## config.mk

```make
export PLATFORM = sky130hd
export DESIGN_NAME = nec_ir_frame_decoder_flat
export DESIGN_NICKNAME = d
export VERILOG_FILES = /design/src/necir_pkg.sv /design/src/necir_ifs.sv /design/src/nec_ir_frame_decoder.sv /design/src/flat_wrapper.sv
export SDC_FILE = /design/constraint.sdc
export NUM_CORES = 1
export LEC_CHECK = 0
export BUFFER_PORTS_ARGS = -buffer_cell sky130_fd_sc_hd__buf_2
export CAP_MARGIN = 20
export CORE_UTILIZATION = 40
export DETAILED_ROUTE_END_ITERATION = 6
export PLACE_DENSITY_LB_ADDON = 0.2
export SYNTH_ARGS = -nofsm -noshare
export SYNTH_HDL_FRONTEND = slang
export SYNTH_SLANG_ARGS = --single-unit
```

## constraint.sdc

```tcl
create_clock -name clock -period 10.4 [get_ports clock]
set_input_delay 0.52 -clock clock [delete_from_list [all_inputs] [get_ports clock]]
set_output_delay 0.52 -clock clock [all_outputs]
set_load 0.005 [all_outputs]
```

## src/necir_pkg.sv

```systemverilog
// Package: shared constants, codes and types of the NEC infrared frame decoder.
package necir_pkg;

   localparam int FRAME_BITS = 32;
   localparam int WORD_W     = 32;
   localparam int CNT_W      = $clog2(FRAME_BITS + 1);
   localparam int IVL_W      = 15;
   localparam int TALLY_W    = 32;
   localparam int REG_COUNT  = 8;
   localparam int REG_IDX_W  = $clog2(REG_COUNT);
   localparam int CSR_ADDR_W = REG_IDX_W + 2;
   localparam int CSR_DATA_W = 32;

   localparam logic [REG_IDX_W-1:0] REG_LEADER_MIN = 3'd0;
   localparam logic [REG_IDX_W-1:0] REG_LEADER_MAX = 3'd1;
   localparam logic [REG_IDX_W-1:0] REG_REPEAT_MIN = 3'd2;
   localparam logic [REG_IDX_W-1:0] REG_REPEAT_MAX = 3'd3;
   localparam logic [REG_IDX_W-1:0] REG_ZERO_MIN   = 3'd4;
   localparam logic [REG_IDX_W-1:0] REG_ZERO_MAX   = 3'd5;
   localparam logic [REG_IDX_W-1:0] REG_ONE_MIN    = 3'd6;
   localparam logic [REG_IDX_W-1:0] REG_ONE_MAX    = 3'd7;

   localparam logic [IVL_W-1:0] CFG_RESET [REG_COUNT] = '{
      15'd12500, 15'd14500, 15'd10500, 15'd12000,
      15'd850,   15'd1450,  15'd1800,  15'd2800
   };

   localparam logic OP_EDGE    = 1'b0;
   localparam logic OP_TIMEOUT = 1'b1;

   localparam logic [1:0] EVT_FRAME_OK  = 2'd0;
   localparam logic [1:0] EVT_CMD_ERROR = 2'd1;
   localparam logic [1:0] EVT_REPEAT    = 2'd2;

   typedef struct packed {
      logic [1:0]         event_kind;
      logic [WORD_W-1:0]  raw_frame;
      logic [15:0]        address;
      logic [7:0]         command;
      logic               extended_address;
      logic [TALLY_W-1:0] repeats_seen;
   } result_type;

endpackage

```

## src/necir_ifs.sv

```systemverilog
// Interfaces: request channel (edge/timeout items) and result channel of the decoder.
interface necir_req_if;
   logic        valid;
   logic        ready;
   logic        operation;
   logic [14:0] interval_us;

   modport source (output valid, output operation, output interval_us, input ready);
   modport sink (input valid, input operation, input interval_us, output ready);
endinterface

interface necir_rsp_if;
   logic        valid;
   logic        ready;
   logic [1:0]  event_kind;
   logic [31:0] raw_frame;
   logic [15:0] address;
   logic [7:0]  command;
   logic        extended_address;
   logic [31:0] repeats_seen;

   modport source (output valid, output event_kind, output raw_frame, output address,
                   output command, output extended_address, output repeats_seen,
                   input ready);
   modport sink (input valid, input event_kind, input raw_frame, input address,
                 input command, input extended_address, input repeats_seen,
                 output ready);
endinterface

```

## src/nec_ir_frame_decoder.sv

```systemverilog
// NEC IR frame decoder: takes one request per clock while req_bus.ready is high
// (falling-edge interval or timeout) and updates the decoder state in that same
// cycle. A frame or repeat result goes into the output register that drives
// rsp_bus, or into the one skid register while that holds an untaken result;
// req_bus.ready drops only when both hold results not yet taken. Window limits are
// set through the csr_ port and should only be written while the decoder is idle.
module nec_ir_frame_decoder (
   input  logic                                 clock,
   input  logic                                 reset,
   necir_req_if.sink                            req_bus,
   necir_rsp_if.source                          rsp_bus,
   input  logic                                 csr_psel,
   input  logic                                 csr_penable,
   input  logic                                 csr_pwrite,
   input  logic [necir_pkg::CSR_ADDR_W-1:0]     csr_paddr,
   input  logic [necir_pkg::CSR_DATA_W-1:0]     csr_pwdata,
   output logic [necir_pkg::CSR_DATA_W-1:0]     csr_prdata,
   output logic                                 csr_pready
);
   import necir_pkg::*;

   logic [IVL_W-1:0]     cfg_ff [REG_COUNT];
   logic                 armed_ff, armed_in;
   logic                 receiving_ff, receiving_in;
   logic [CNT_W-1:0]     bits_ff, bits_in;
   logic [WORD_W-1:0]    word_ff, word_in;
   logic [TALLY_W-1:0]   tally_ff, tally_in;

   result_type           out_ff, out_in, skid_ff, skid_in, res;
   logic                 out_v_ff, out_v_in, skid_v_ff, skid_v_in;

   logic                 req_fire, rsp_pop, push;
   logic                 csr_wr;
   logic [REG_IDX_W-1:0] csr_idx;
   logic                 in_lead, in_rep, in_zero, in_one;
   logic [WORD_W-1:0]    bit_mask, word_next;
   logic [CNT_W-1:0]     bits_next;
   logic [7:0]           b0, b1, b2, b3;
   logic                 ext;

   // configuration port
   assign csr_pready = 1'b1;
   assign csr_wr     = csr_psel && csr_penable && csr_pwrite;
   assign csr_idx    = csr_paddr[CSR_ADDR_W-1:2];
   assign csr_prdata = {{(CSR_DATA_W-IVL_W){1'b0}}, cfg_ff[csr_idx]};

   always_ff @(posedge clock) begin
      if (reset) begin
         for (int i = 0; i < REG_COUNT; i++) begin
            cfg_ff[i] <= CFG_RESET[i];
         end
      end else if (csr_wr) begin
         cfg_ff[csr_idx] <= csr_pwdata[IVL_W-1:0];
      end
   end

   // interval classification
   assign in_lead = (req_bus.interval_us >= cfg_ff[REG_LEADER_MIN])
                 && (req_bus.interval_us <= cfg_ff[REG_LEADER_MAX]);
   assign in_rep  = (req_bus.interval_us >= cfg_ff[REG_REPEAT_MIN])
                 && (req_bus.interval_us <= cfg_ff[REG_REPEAT_MAX]);
   assign in_zero = (req_bus.interval_us >= cfg_ff[REG_ZERO_MIN])
                 && (req_bus.interval_us <= cfg_ff[REG_ZERO_MAX]);
   assign in_one  = (req_bus.interval_us >= cfg_ff[REG_ONE_MIN])
                 && (req_bus.interval_us <= cfg_ff[REG_ONE_MAX]);

   always_comb begin
      bit_mask = '0;
      for (int i = 0; i < FRAME_BITS; i++) begin
         bit_mask[i] = (bits_ff == CNT_W'(i));
      end
   end

   assign word_next = in_zero ? word_ff : (word_ff | bit_mask);
   assign bits_next = bits_ff + CNT_W'(1);
   assign b0 = word_next[7:0];
   assign b1 = word_next[15:8];
   assign b2 = word_next[23:16];
   assign b3 = word_next[31:24];
   assign ext = (b0 ^ b1) != 8'hFF;

   assign req_fire = req_bus.valid && req_bus.ready;
   assign rsp_pop  = rsp_bus.valid && rsp_bus.ready;

   // decoder state update
   always_comb begin
      armed_in     = armed_ff;
      receiving_in = receiving_ff;
      bits_in      = bits_ff;
      word_in      = word_ff;
      tally_in     = tally_ff;
      push         = 1'b0;
      res          = '0;
      if (req_fire) begin
         if (req_bus.operation == OP_TIMEOUT) begin
            armed_in     = 1'b0;
            receiving_in = 1'b0;
            bits_in      = '0;
            word_in      = '0;
         end else if (!armed_ff) begin
            armed_in = 1'b1;
         end else if (in_lead) begin
            receiving_in = 1'b1;
            bits_in      = '0;
            word_in      = '0;
            tally_in     = '0;
         end else if (in_rep) begin
            tally_in         = tally_ff + TALLY_W'(1);
            receiving_in     = 1'b0;
            bits_in          = '0;
            word_in          = '0;
            push             = 1'b1;
            res.event_kind   = EVT_REPEAT;
            res.repeats_seen = tally_ff + TALLY_W'(1);
         end else if (receiving_ff) begin
            if (in_zero || in_one) begin
               if (bits_next == CNT_W'(FRAME_BITS)) begin
                  push                 = 1'b1;
                  res.event_kind       = ((b2 ^ b3) == 8'hFF) ? EVT_FRAME_OK : EVT_CMD_ERROR;
                  res.raw_frame        = word_next;
                  res.address          = ext ? {b1, b0} : {8'h00, b0};
                  res.command          = b2;
                  res.extended_address = ext;
                  res.repeats_seen     = tally_ff;
                  receiving_in         = 1'b0;
                  bits_in              = '0;
                  word_in              = '0;
               end else begin
                  bits_in = bits_next;
                  word_in = word_next;
               end
            end else begin
               receiving_in = 1'b0;
               bits_in      = '0;
               word_in      = '0;
            end
         end
      end
   end

   // result register with skid stage
   always_comb begin
      out_in    = out_ff;
      out_v_in  = out_v_ff;
      skid_in   = skid_ff;
      skid_v_in = skid_v_ff;
      if (!out_v_ff || rsp_pop) begin
         out_in   = skid_v_ff ? skid_ff : res;
         out_v_in = skid_v_ff || push;
         if (skid_v_ff) begin
            skid_in   = res;
            skid_v_in = push;
         end
      end else if (push) begin
         skid_in   = res;
         skid_v_in = 1'b1;
      end
   end

   always_ff @(posedge clock) begin
      if (reset) begin
         armed_ff     <= 1'b0;
         receiving_ff <= 1'b0;
         bits_ff      <= '0;
         word_ff      <= '0;
         tally_ff     <= '0;
         out_v_ff     <= 1'b0;
         skid_v_ff    <= 1'b0;
      end else begin
         armed_ff     <= armed_in;
         receiving_ff <= receiving_in;
         bits_ff      <= bits_in;
         word_ff      <= word_in;
         tally_ff     <= tally_in;
         out_v_ff     <= out_v_in;
         skid_v_ff    <= skid_v_in;
      end
   end

   always_ff @(posedge clock) begin
      out_ff  <= out_in;
      skid_ff <= skid_in;
   end

   assign req_bus.ready            = !skid_v_ff;
   assign rsp_bus.valid            = out_v_ff;
   assign rsp_bus.event_kind       = out_ff.event_kind;
   assign rsp_bus.raw_frame        = out_ff.raw_frame;
   assign rsp_bus.address          = out_ff.address;
   assign rsp_bus.command          = out_ff.command;
   assign rsp_bus.extended_address = out_ff.extended_address;
   assign rsp_bus.repeats_seen     = out_ff.repeats_seen;

`ifndef NO_ASSERTIONS
   a_skid_behind_out: assert property (@(posedge clock) disable iff (reset)
      skid_v_ff |-> out_v_ff)
      else $error("skid holds a result while output register is empty");

   a_bits_bound: assert property (@(posedge clock) disable iff (reset)
      bits_ff < CNT_W'(FRAME_BITS))
      else $error("bit count reached frame length without emitting");

   a_idle_clear: assert property (@(posedge clock) disable iff (reset)
      !receiving_ff |-> (bits_ff == '0) && (word_ff == '0))
      else $error("frame state left over while not receiving");

   a_no_push_when_full: assert property (@(posedge clock) disable iff (reset)
      skid_v_ff && !rsp_pop |=> $stable(skid_ff))
      else $error("skid result overwritten while stalled");
`endif

endmodule

```

## src/flat_wrapper.sv

```systemverilog
// flat-port wrapper written by rule: the top's interface ports become plain ports
module nec_ir_frame_decoder_flat import necir_pkg::*;
  (clock, reset, csr_psel, csr_penable, csr_pwrite, csr_paddr, csr_pwdata, csr_prdata, csr_pready, req_bus_valid, req_bus_operation, req_bus_interval_us, req_bus_ready, rsp_bus_valid, rsp_bus_event_kind, rsp_bus_raw_frame, rsp_bus_address, rsp_bus_command, rsp_bus_extended_address, rsp_bus_repeats_seen, rsp_bus_ready);
  necir_req_if req_bus_i ();
  necir_rsp_if rsp_bus_i ();
  input  logic clock;
  input  logic reset;
  input  logic csr_psel;
  input  logic csr_penable;
  input  logic csr_pwrite;
  input  logic [necir_pkg::CSR_ADDR_W-1:0] csr_paddr;
  input  logic [necir_pkg::CSR_DATA_W-1:0] csr_pwdata;
  output logic [necir_pkg::CSR_DATA_W-1:0] csr_prdata;
  output logic csr_pready;
  input wire logic [$bits(req_bus_i.valid)-1:0] req_bus_valid;
  input wire logic [$bits(req_bus_i.operation)-1:0] req_bus_operation;
  input wire logic [$bits(req_bus_i.interval_us)-1:0] req_bus_interval_us;
  output wire logic [$bits(req_bus_i.ready)-1:0] req_bus_ready;
  output wire logic [$bits(rsp_bus_i.valid)-1:0] rsp_bus_valid;
  output wire logic [$bits(rsp_bus_i.event_kind)-1:0] rsp_bus_event_kind;
  output wire logic [$bits(rsp_bus_i.raw_frame)-1:0] rsp_bus_raw_frame;
  output wire logic [$bits(rsp_bus_i.address)-1:0] rsp_bus_address;
  output wire logic [$bits(rsp_bus_i.command)-1:0] rsp_bus_command;
  output wire logic [$bits(rsp_bus_i.extended_address)-1:0] rsp_bus_extended_address;
  output wire logic [$bits(rsp_bus_i.repeats_seen)-1:0] rsp_bus_repeats_seen;
  input wire logic [$bits(rsp_bus_i.ready)-1:0] rsp_bus_ready;
  assign req_bus_i.valid = req_bus_valid;
  assign req_bus_i.operation = req_bus_operation;
  assign req_bus_i.interval_us = req_bus_interval_us;
  assign req_bus_ready = req_bus_i.ready;
  assign rsp_bus_valid = rsp_bus_i.valid;
  assign rsp_bus_event_kind = rsp_bus_i.event_kind;
  assign rsp_bus_raw_frame = rsp_bus_i.raw_frame;
  assign rsp_bus_address = rsp_bus_i.address;
  assign rsp_bus_command = rsp_bus_i.command;
  assign rsp_bus_extended_address = rsp_bus_i.extended_address;
  assign rsp_bus_repeats_seen = rsp_bus_i.repeats_seen;
  assign rsp_bus_i.ready = rsp_bus_ready;
  nec_ir_frame_decoder u_core (.clock(clock), .reset(reset), .req_bus(req_bus_i), .rsp_bus(rsp_bus_i), .csr_psel(csr_psel), .csr_penable(csr_penable), .csr_pwrite(csr_pwrite), .csr_paddr(csr_paddr), .csr_pwdata(csr_pwdata), .csr_prdata(csr_prdata), .csr_pready(csr_pready));
endmodule
```

==> out/qor.txt <==
OUTCOME
------------------------------------------------------------------------------
Result of the run                                                 complete, no violations

CTS
------------------------------------------------------------------------------
Clock latency at the later pin of the worst-skew pair                   560 ps
CTS tree                                                                  done
Total clock sinks                                                          344
Clock transition at the registers of the reported paths                  60 ps
Number of H-tree levels                                                      2
Hold buffers post-CTS                                                        0
Number of buffers inserted to repair setup after CTS                         0
Total CTS buffers                                                           40
Cells resized by post-CTS repair                                             0
Clock root buffer                                                    clkbuf_16
Maximum clock path buffer count                                              3

DRT
------------------------------------------------------------------------------
Routed wire length per instance                                       19.93 um
Detailed router's first-iteration violation count                        1,059
Via-to-Cell Ratio                                                        5.522
Via Count                                                               14,191
DR pass1 iterations                                                          6
DRC violation count after routing                                            0
Post-DRT Antenna Nets                                                        0
Final Routed Wirelength                                              51,220 um

RUN
------------------------------------------------------------------------------
Max-cap violations                                                           0

PLACED DESIGN
------------------------------------------------------------------------------
DP HPWL                                                              35,050 um
# placed instances                                                       2,496
Port Buf Inserts                                                           148
Instance area after placement                                     0.02000 sq mm
Routability congestion estimate from global placement                   0.8948
Worst slack after detailed placement                                   4989 ps

FINAL LAYOUT
------------------------------------------------------------------------------
Area growth, synth to finish                                            12.70%
Total non-filler cell area in the finished layout                 0.02130 sq mm
Layout Utilization                                                      45.75%
Final non-filler cell total                                              2,570
Fraction of layout instances using a drive strength above 1             14.32%
Final layout net count                                                   2,117

POWER AND IR DROP
------------------------------------------------------------------------------
IR drop worst, VDD                                                   0.1002 mV
Leakage power figure                                                  8.658 nW
Total Power                                                           3.177 mW
Power per unit of standard cell area                              149.2 mW/mm^2

GLOBAL ROUTE
------------------------------------------------------------------------------
Initial antenna violation count                                              1
First-pass GRT wire length                                           78,910 um
Vias in the first global route                                          13,718
Pin count of the biggest net entering global routing                        76
GRT Total Usage                                                         21.35%
Overflow after GRT                                                           0

SETUP PATH
------------------------------------------------------------------------------
Worst path slowest cell                                                  buf_4
CP Data Required Time                                                10,590 ps
Worst Path Arrival                                                     5120 ps
Startpoint kind of the worst setup timing path                       flip-flop
Delay of the slowest cell on the worst path                             700 ps
Critical setup path kind                                            reg -> reg
Endpoint class of the critical path                                  flip-flop
Critical path peak fanout                                                   56
List of cells traversed by the critical path                      inv_1, ha_1, a21o_1, a211o_1, a211oi_1, o41ai_1, nand2_1, nand2_1, a21o_1, o21ai_4, buf_4

TIMING
------------------------------------------------------------------------------
Final critical path time including I/O delays and setup                4933 ps
Final hold violations                                                        0
Final setup vio count                                                        0
Share of the clock period used by the worst path                        47.43%
Setup slack of the critical path after layout                          5467 ps
Final worst hold slack                                                232.9 ps
Actual transition at the worst max-transition pin                      1048 ps
Remaining max-slew budget at the tightest pin                           29.58%
Final Max Slew Viols                                                         0
Summed negative setup slack over all endpoints                            0 ps
Final Skew                                                            20.44 ps
Max Clock Freq                                                       202.7 MHz
Unrepaired setup endpoints after global routing                             no

DIE
------------------------------------------------------------------------------
Starting Density                                                        40.60%
Number of rows created at floorplan                                         79
Chip Height                                                           219.4 um
Top-level port count                                                       186
Core box area                                                     0.04656 sq mm
Die area                                                          0.04813 sq mm
Die Wd                                                                219.4 um

YOSYS
------------------------------------------------------------------------------
Portion of the post-synthesis area used by sequential elements          50.73%
Main area contributors after synthesis                            edfxtp_1 43%, ha_1 8.3%, dfxtp_1 7.8%, nor2_1 3.5%, o21ai_0 2.9%
Avg Synthesized Cell Area                                          10.32 sq um
Most frequent cells after synthesis                               270 x edfxtp_1, 178 x nor2_1, 142 x nand2_1
Number of enable-type register cells in the synthesized netlist            270
Post-synth top flop                                                   edfxtp_1
Register bit total from synthesis                                          344
Post-synthesis cell type count                                              75
Cells after Synth                                                        1,831
Synth area leader                                                     edfxtp_1
Post-Syn Area                                                     0.01890 sq mm
Share of Yosys cell area claimed by the top area cell type              42.90%
Dominant cell by count in the synthesized netlist                     edfxtp_1
Share of flip-flops with an asynchronous set or reset                       0%
Synth warnings                                                               0

HOLD PATH
------------------------------------------------------------------------------
Classification of the worst-slack hold path                          in -> reg

final cells by class:
type,count,area (sq um)
Tap cell,607,759.5
Fill cell,4389,25260
Inverter,135,506.7
Clock inverter,23,234.0
Clock buffer,49,1055
Sequential cell,344,9590
Antenna cell,1,2.502
Multi-Input combinational cell,1241,8247
Timing Repair Buffer,170,905.9
worst max-delay path, delay by kind of cell (launching register included):
family	cells	cell delay, ps
AND/OR/NAND/NOR	2	560
buffers and inverters	2	780
adder cells (fa/ha/maj)	1	230
AO/OA/AOI/OAI	6	2540
flip-flops	1	400
power breakdown:
part	switching, mW	internal [mW]
logic	0.174	0.0929
registers	0.0146	1.50
clock network	0.574	0.823
per-layer routing:
metal,GRT usage (%),up-vias,share of wire [%]
met5,0,-,0
met4,6.181,0,2.3
met3,3.063,60,5.6
met2,35.54,409,48
met1,28.74,6896,44
li1,-,6826,-
path summary, 6_finish.rpt:
kind | startpoint | endpoint | slack [ps] | depth (start not counted)
worst max register to register | u_core.cfg_ff[0][9] | u_core.skid_ff[80] | 5470 | 11
worst min-delay path | req_bus_operation | u_core.armed_ff | 230 | 2
worst min register to register | u_core.tally_ff[31] | u_core.tally_ff[31] | 490 | 2
worst max-delay path | u_core.cfg_ff[0][9] | u_core.skid_ff[80] | 5470 | 11
registers in the layout, summed over array words and instances, names as in the netlist:
register / count
u_core.armed_ff: 1
u_core.bits_ff: 6
u_core.cfg_ff: 120
u_core.receiving_ff: 1
u_core.rsp_bus.address: 16
u_core.rsp_bus.command: 7
u_core.rsp_bus.event_kind: 2
u_core.rsp_bus.extended_address: 1
u_core.rsp_bus.raw_frame: 17
u_core.rsp_bus.repeats_seen: 32
u_core.rsp_bus.valid: 1
u_core.skid_ff: 75
u_core.skid_v_ff: 1
u_core.tally_ff: 32
u_core.word_ff: 32
layout by cell type, fill, tap and decap left out, drive strengths merged, types with 6 or more instances in the layout:
| master | netlist | layout |
|---|---|---|
| edfxtp | 270 | 270 |
| nor2 | 178 | 178 |
| buf | 61 | 170 |
| nand2 | 143 | 143 |
| inv | 133 | 134 |
| ha | 125 | 125 |
| o21ai | 110 | 110 |
| a21oi | 98 | 98 |
| and2 | 86 | 86 |
| dfxtp | 74 | 74 |
| clkbuf | 66 | 49 |
| a21o | 46 | 46 |
| a31oi | 39 | 39 |
| or3 | 39 | 39 |
| nand3 | 35 | 35 |
| nor3 | 33 | 33 |
| nand4 | 24 | 24 |
| a311oi | 23 | 23 |
| and3 | 22 | 22 |
| nand2b | 22 | 22 |
| mux2i | 18 | 18 |
| mux4 | 18 | 18 |
| conb | 2 | 18 |
| clkinv | 2 | 17 |
| xnor2 | 14 | 14 |
| a22oi | 12 | 12 |
| or2 | 11 | 11 |
| a211oi | 11 | 11 |
| nor4 | 10 | 10 |
| a221o | 10 | 10 |
| o221ai | 9 | 9 |
| nand3b | 7 | 7 |
| a221oi | 6 | 6 |
logic make-up (layout without fill, tap and decap cells):
| group | count (synthesis) | count (layout) | share of synthesized area (%) |
|---|---|---|---|
| flip-flops | 344 | 344 | 50.73 |
| other | 2 | 19 | 0.03973 |
| AO/OA/AOI/OAI | 414 | 414 | 14.34 |
| buffers and inverters | 262 | 377 | 6.104 |
| adder cells (fa/ha/maj) | 125 | 125 | 8.275 |
| XOR/XNOR | 18 | 18 | 0.8341 |
| multiplexers | 40 | 40 | 3.336 |
| AND/OR/NAND/NOR | 626 | 626 | 16.34 |
No activity file was read; power rests on OpenSTA's default activity.
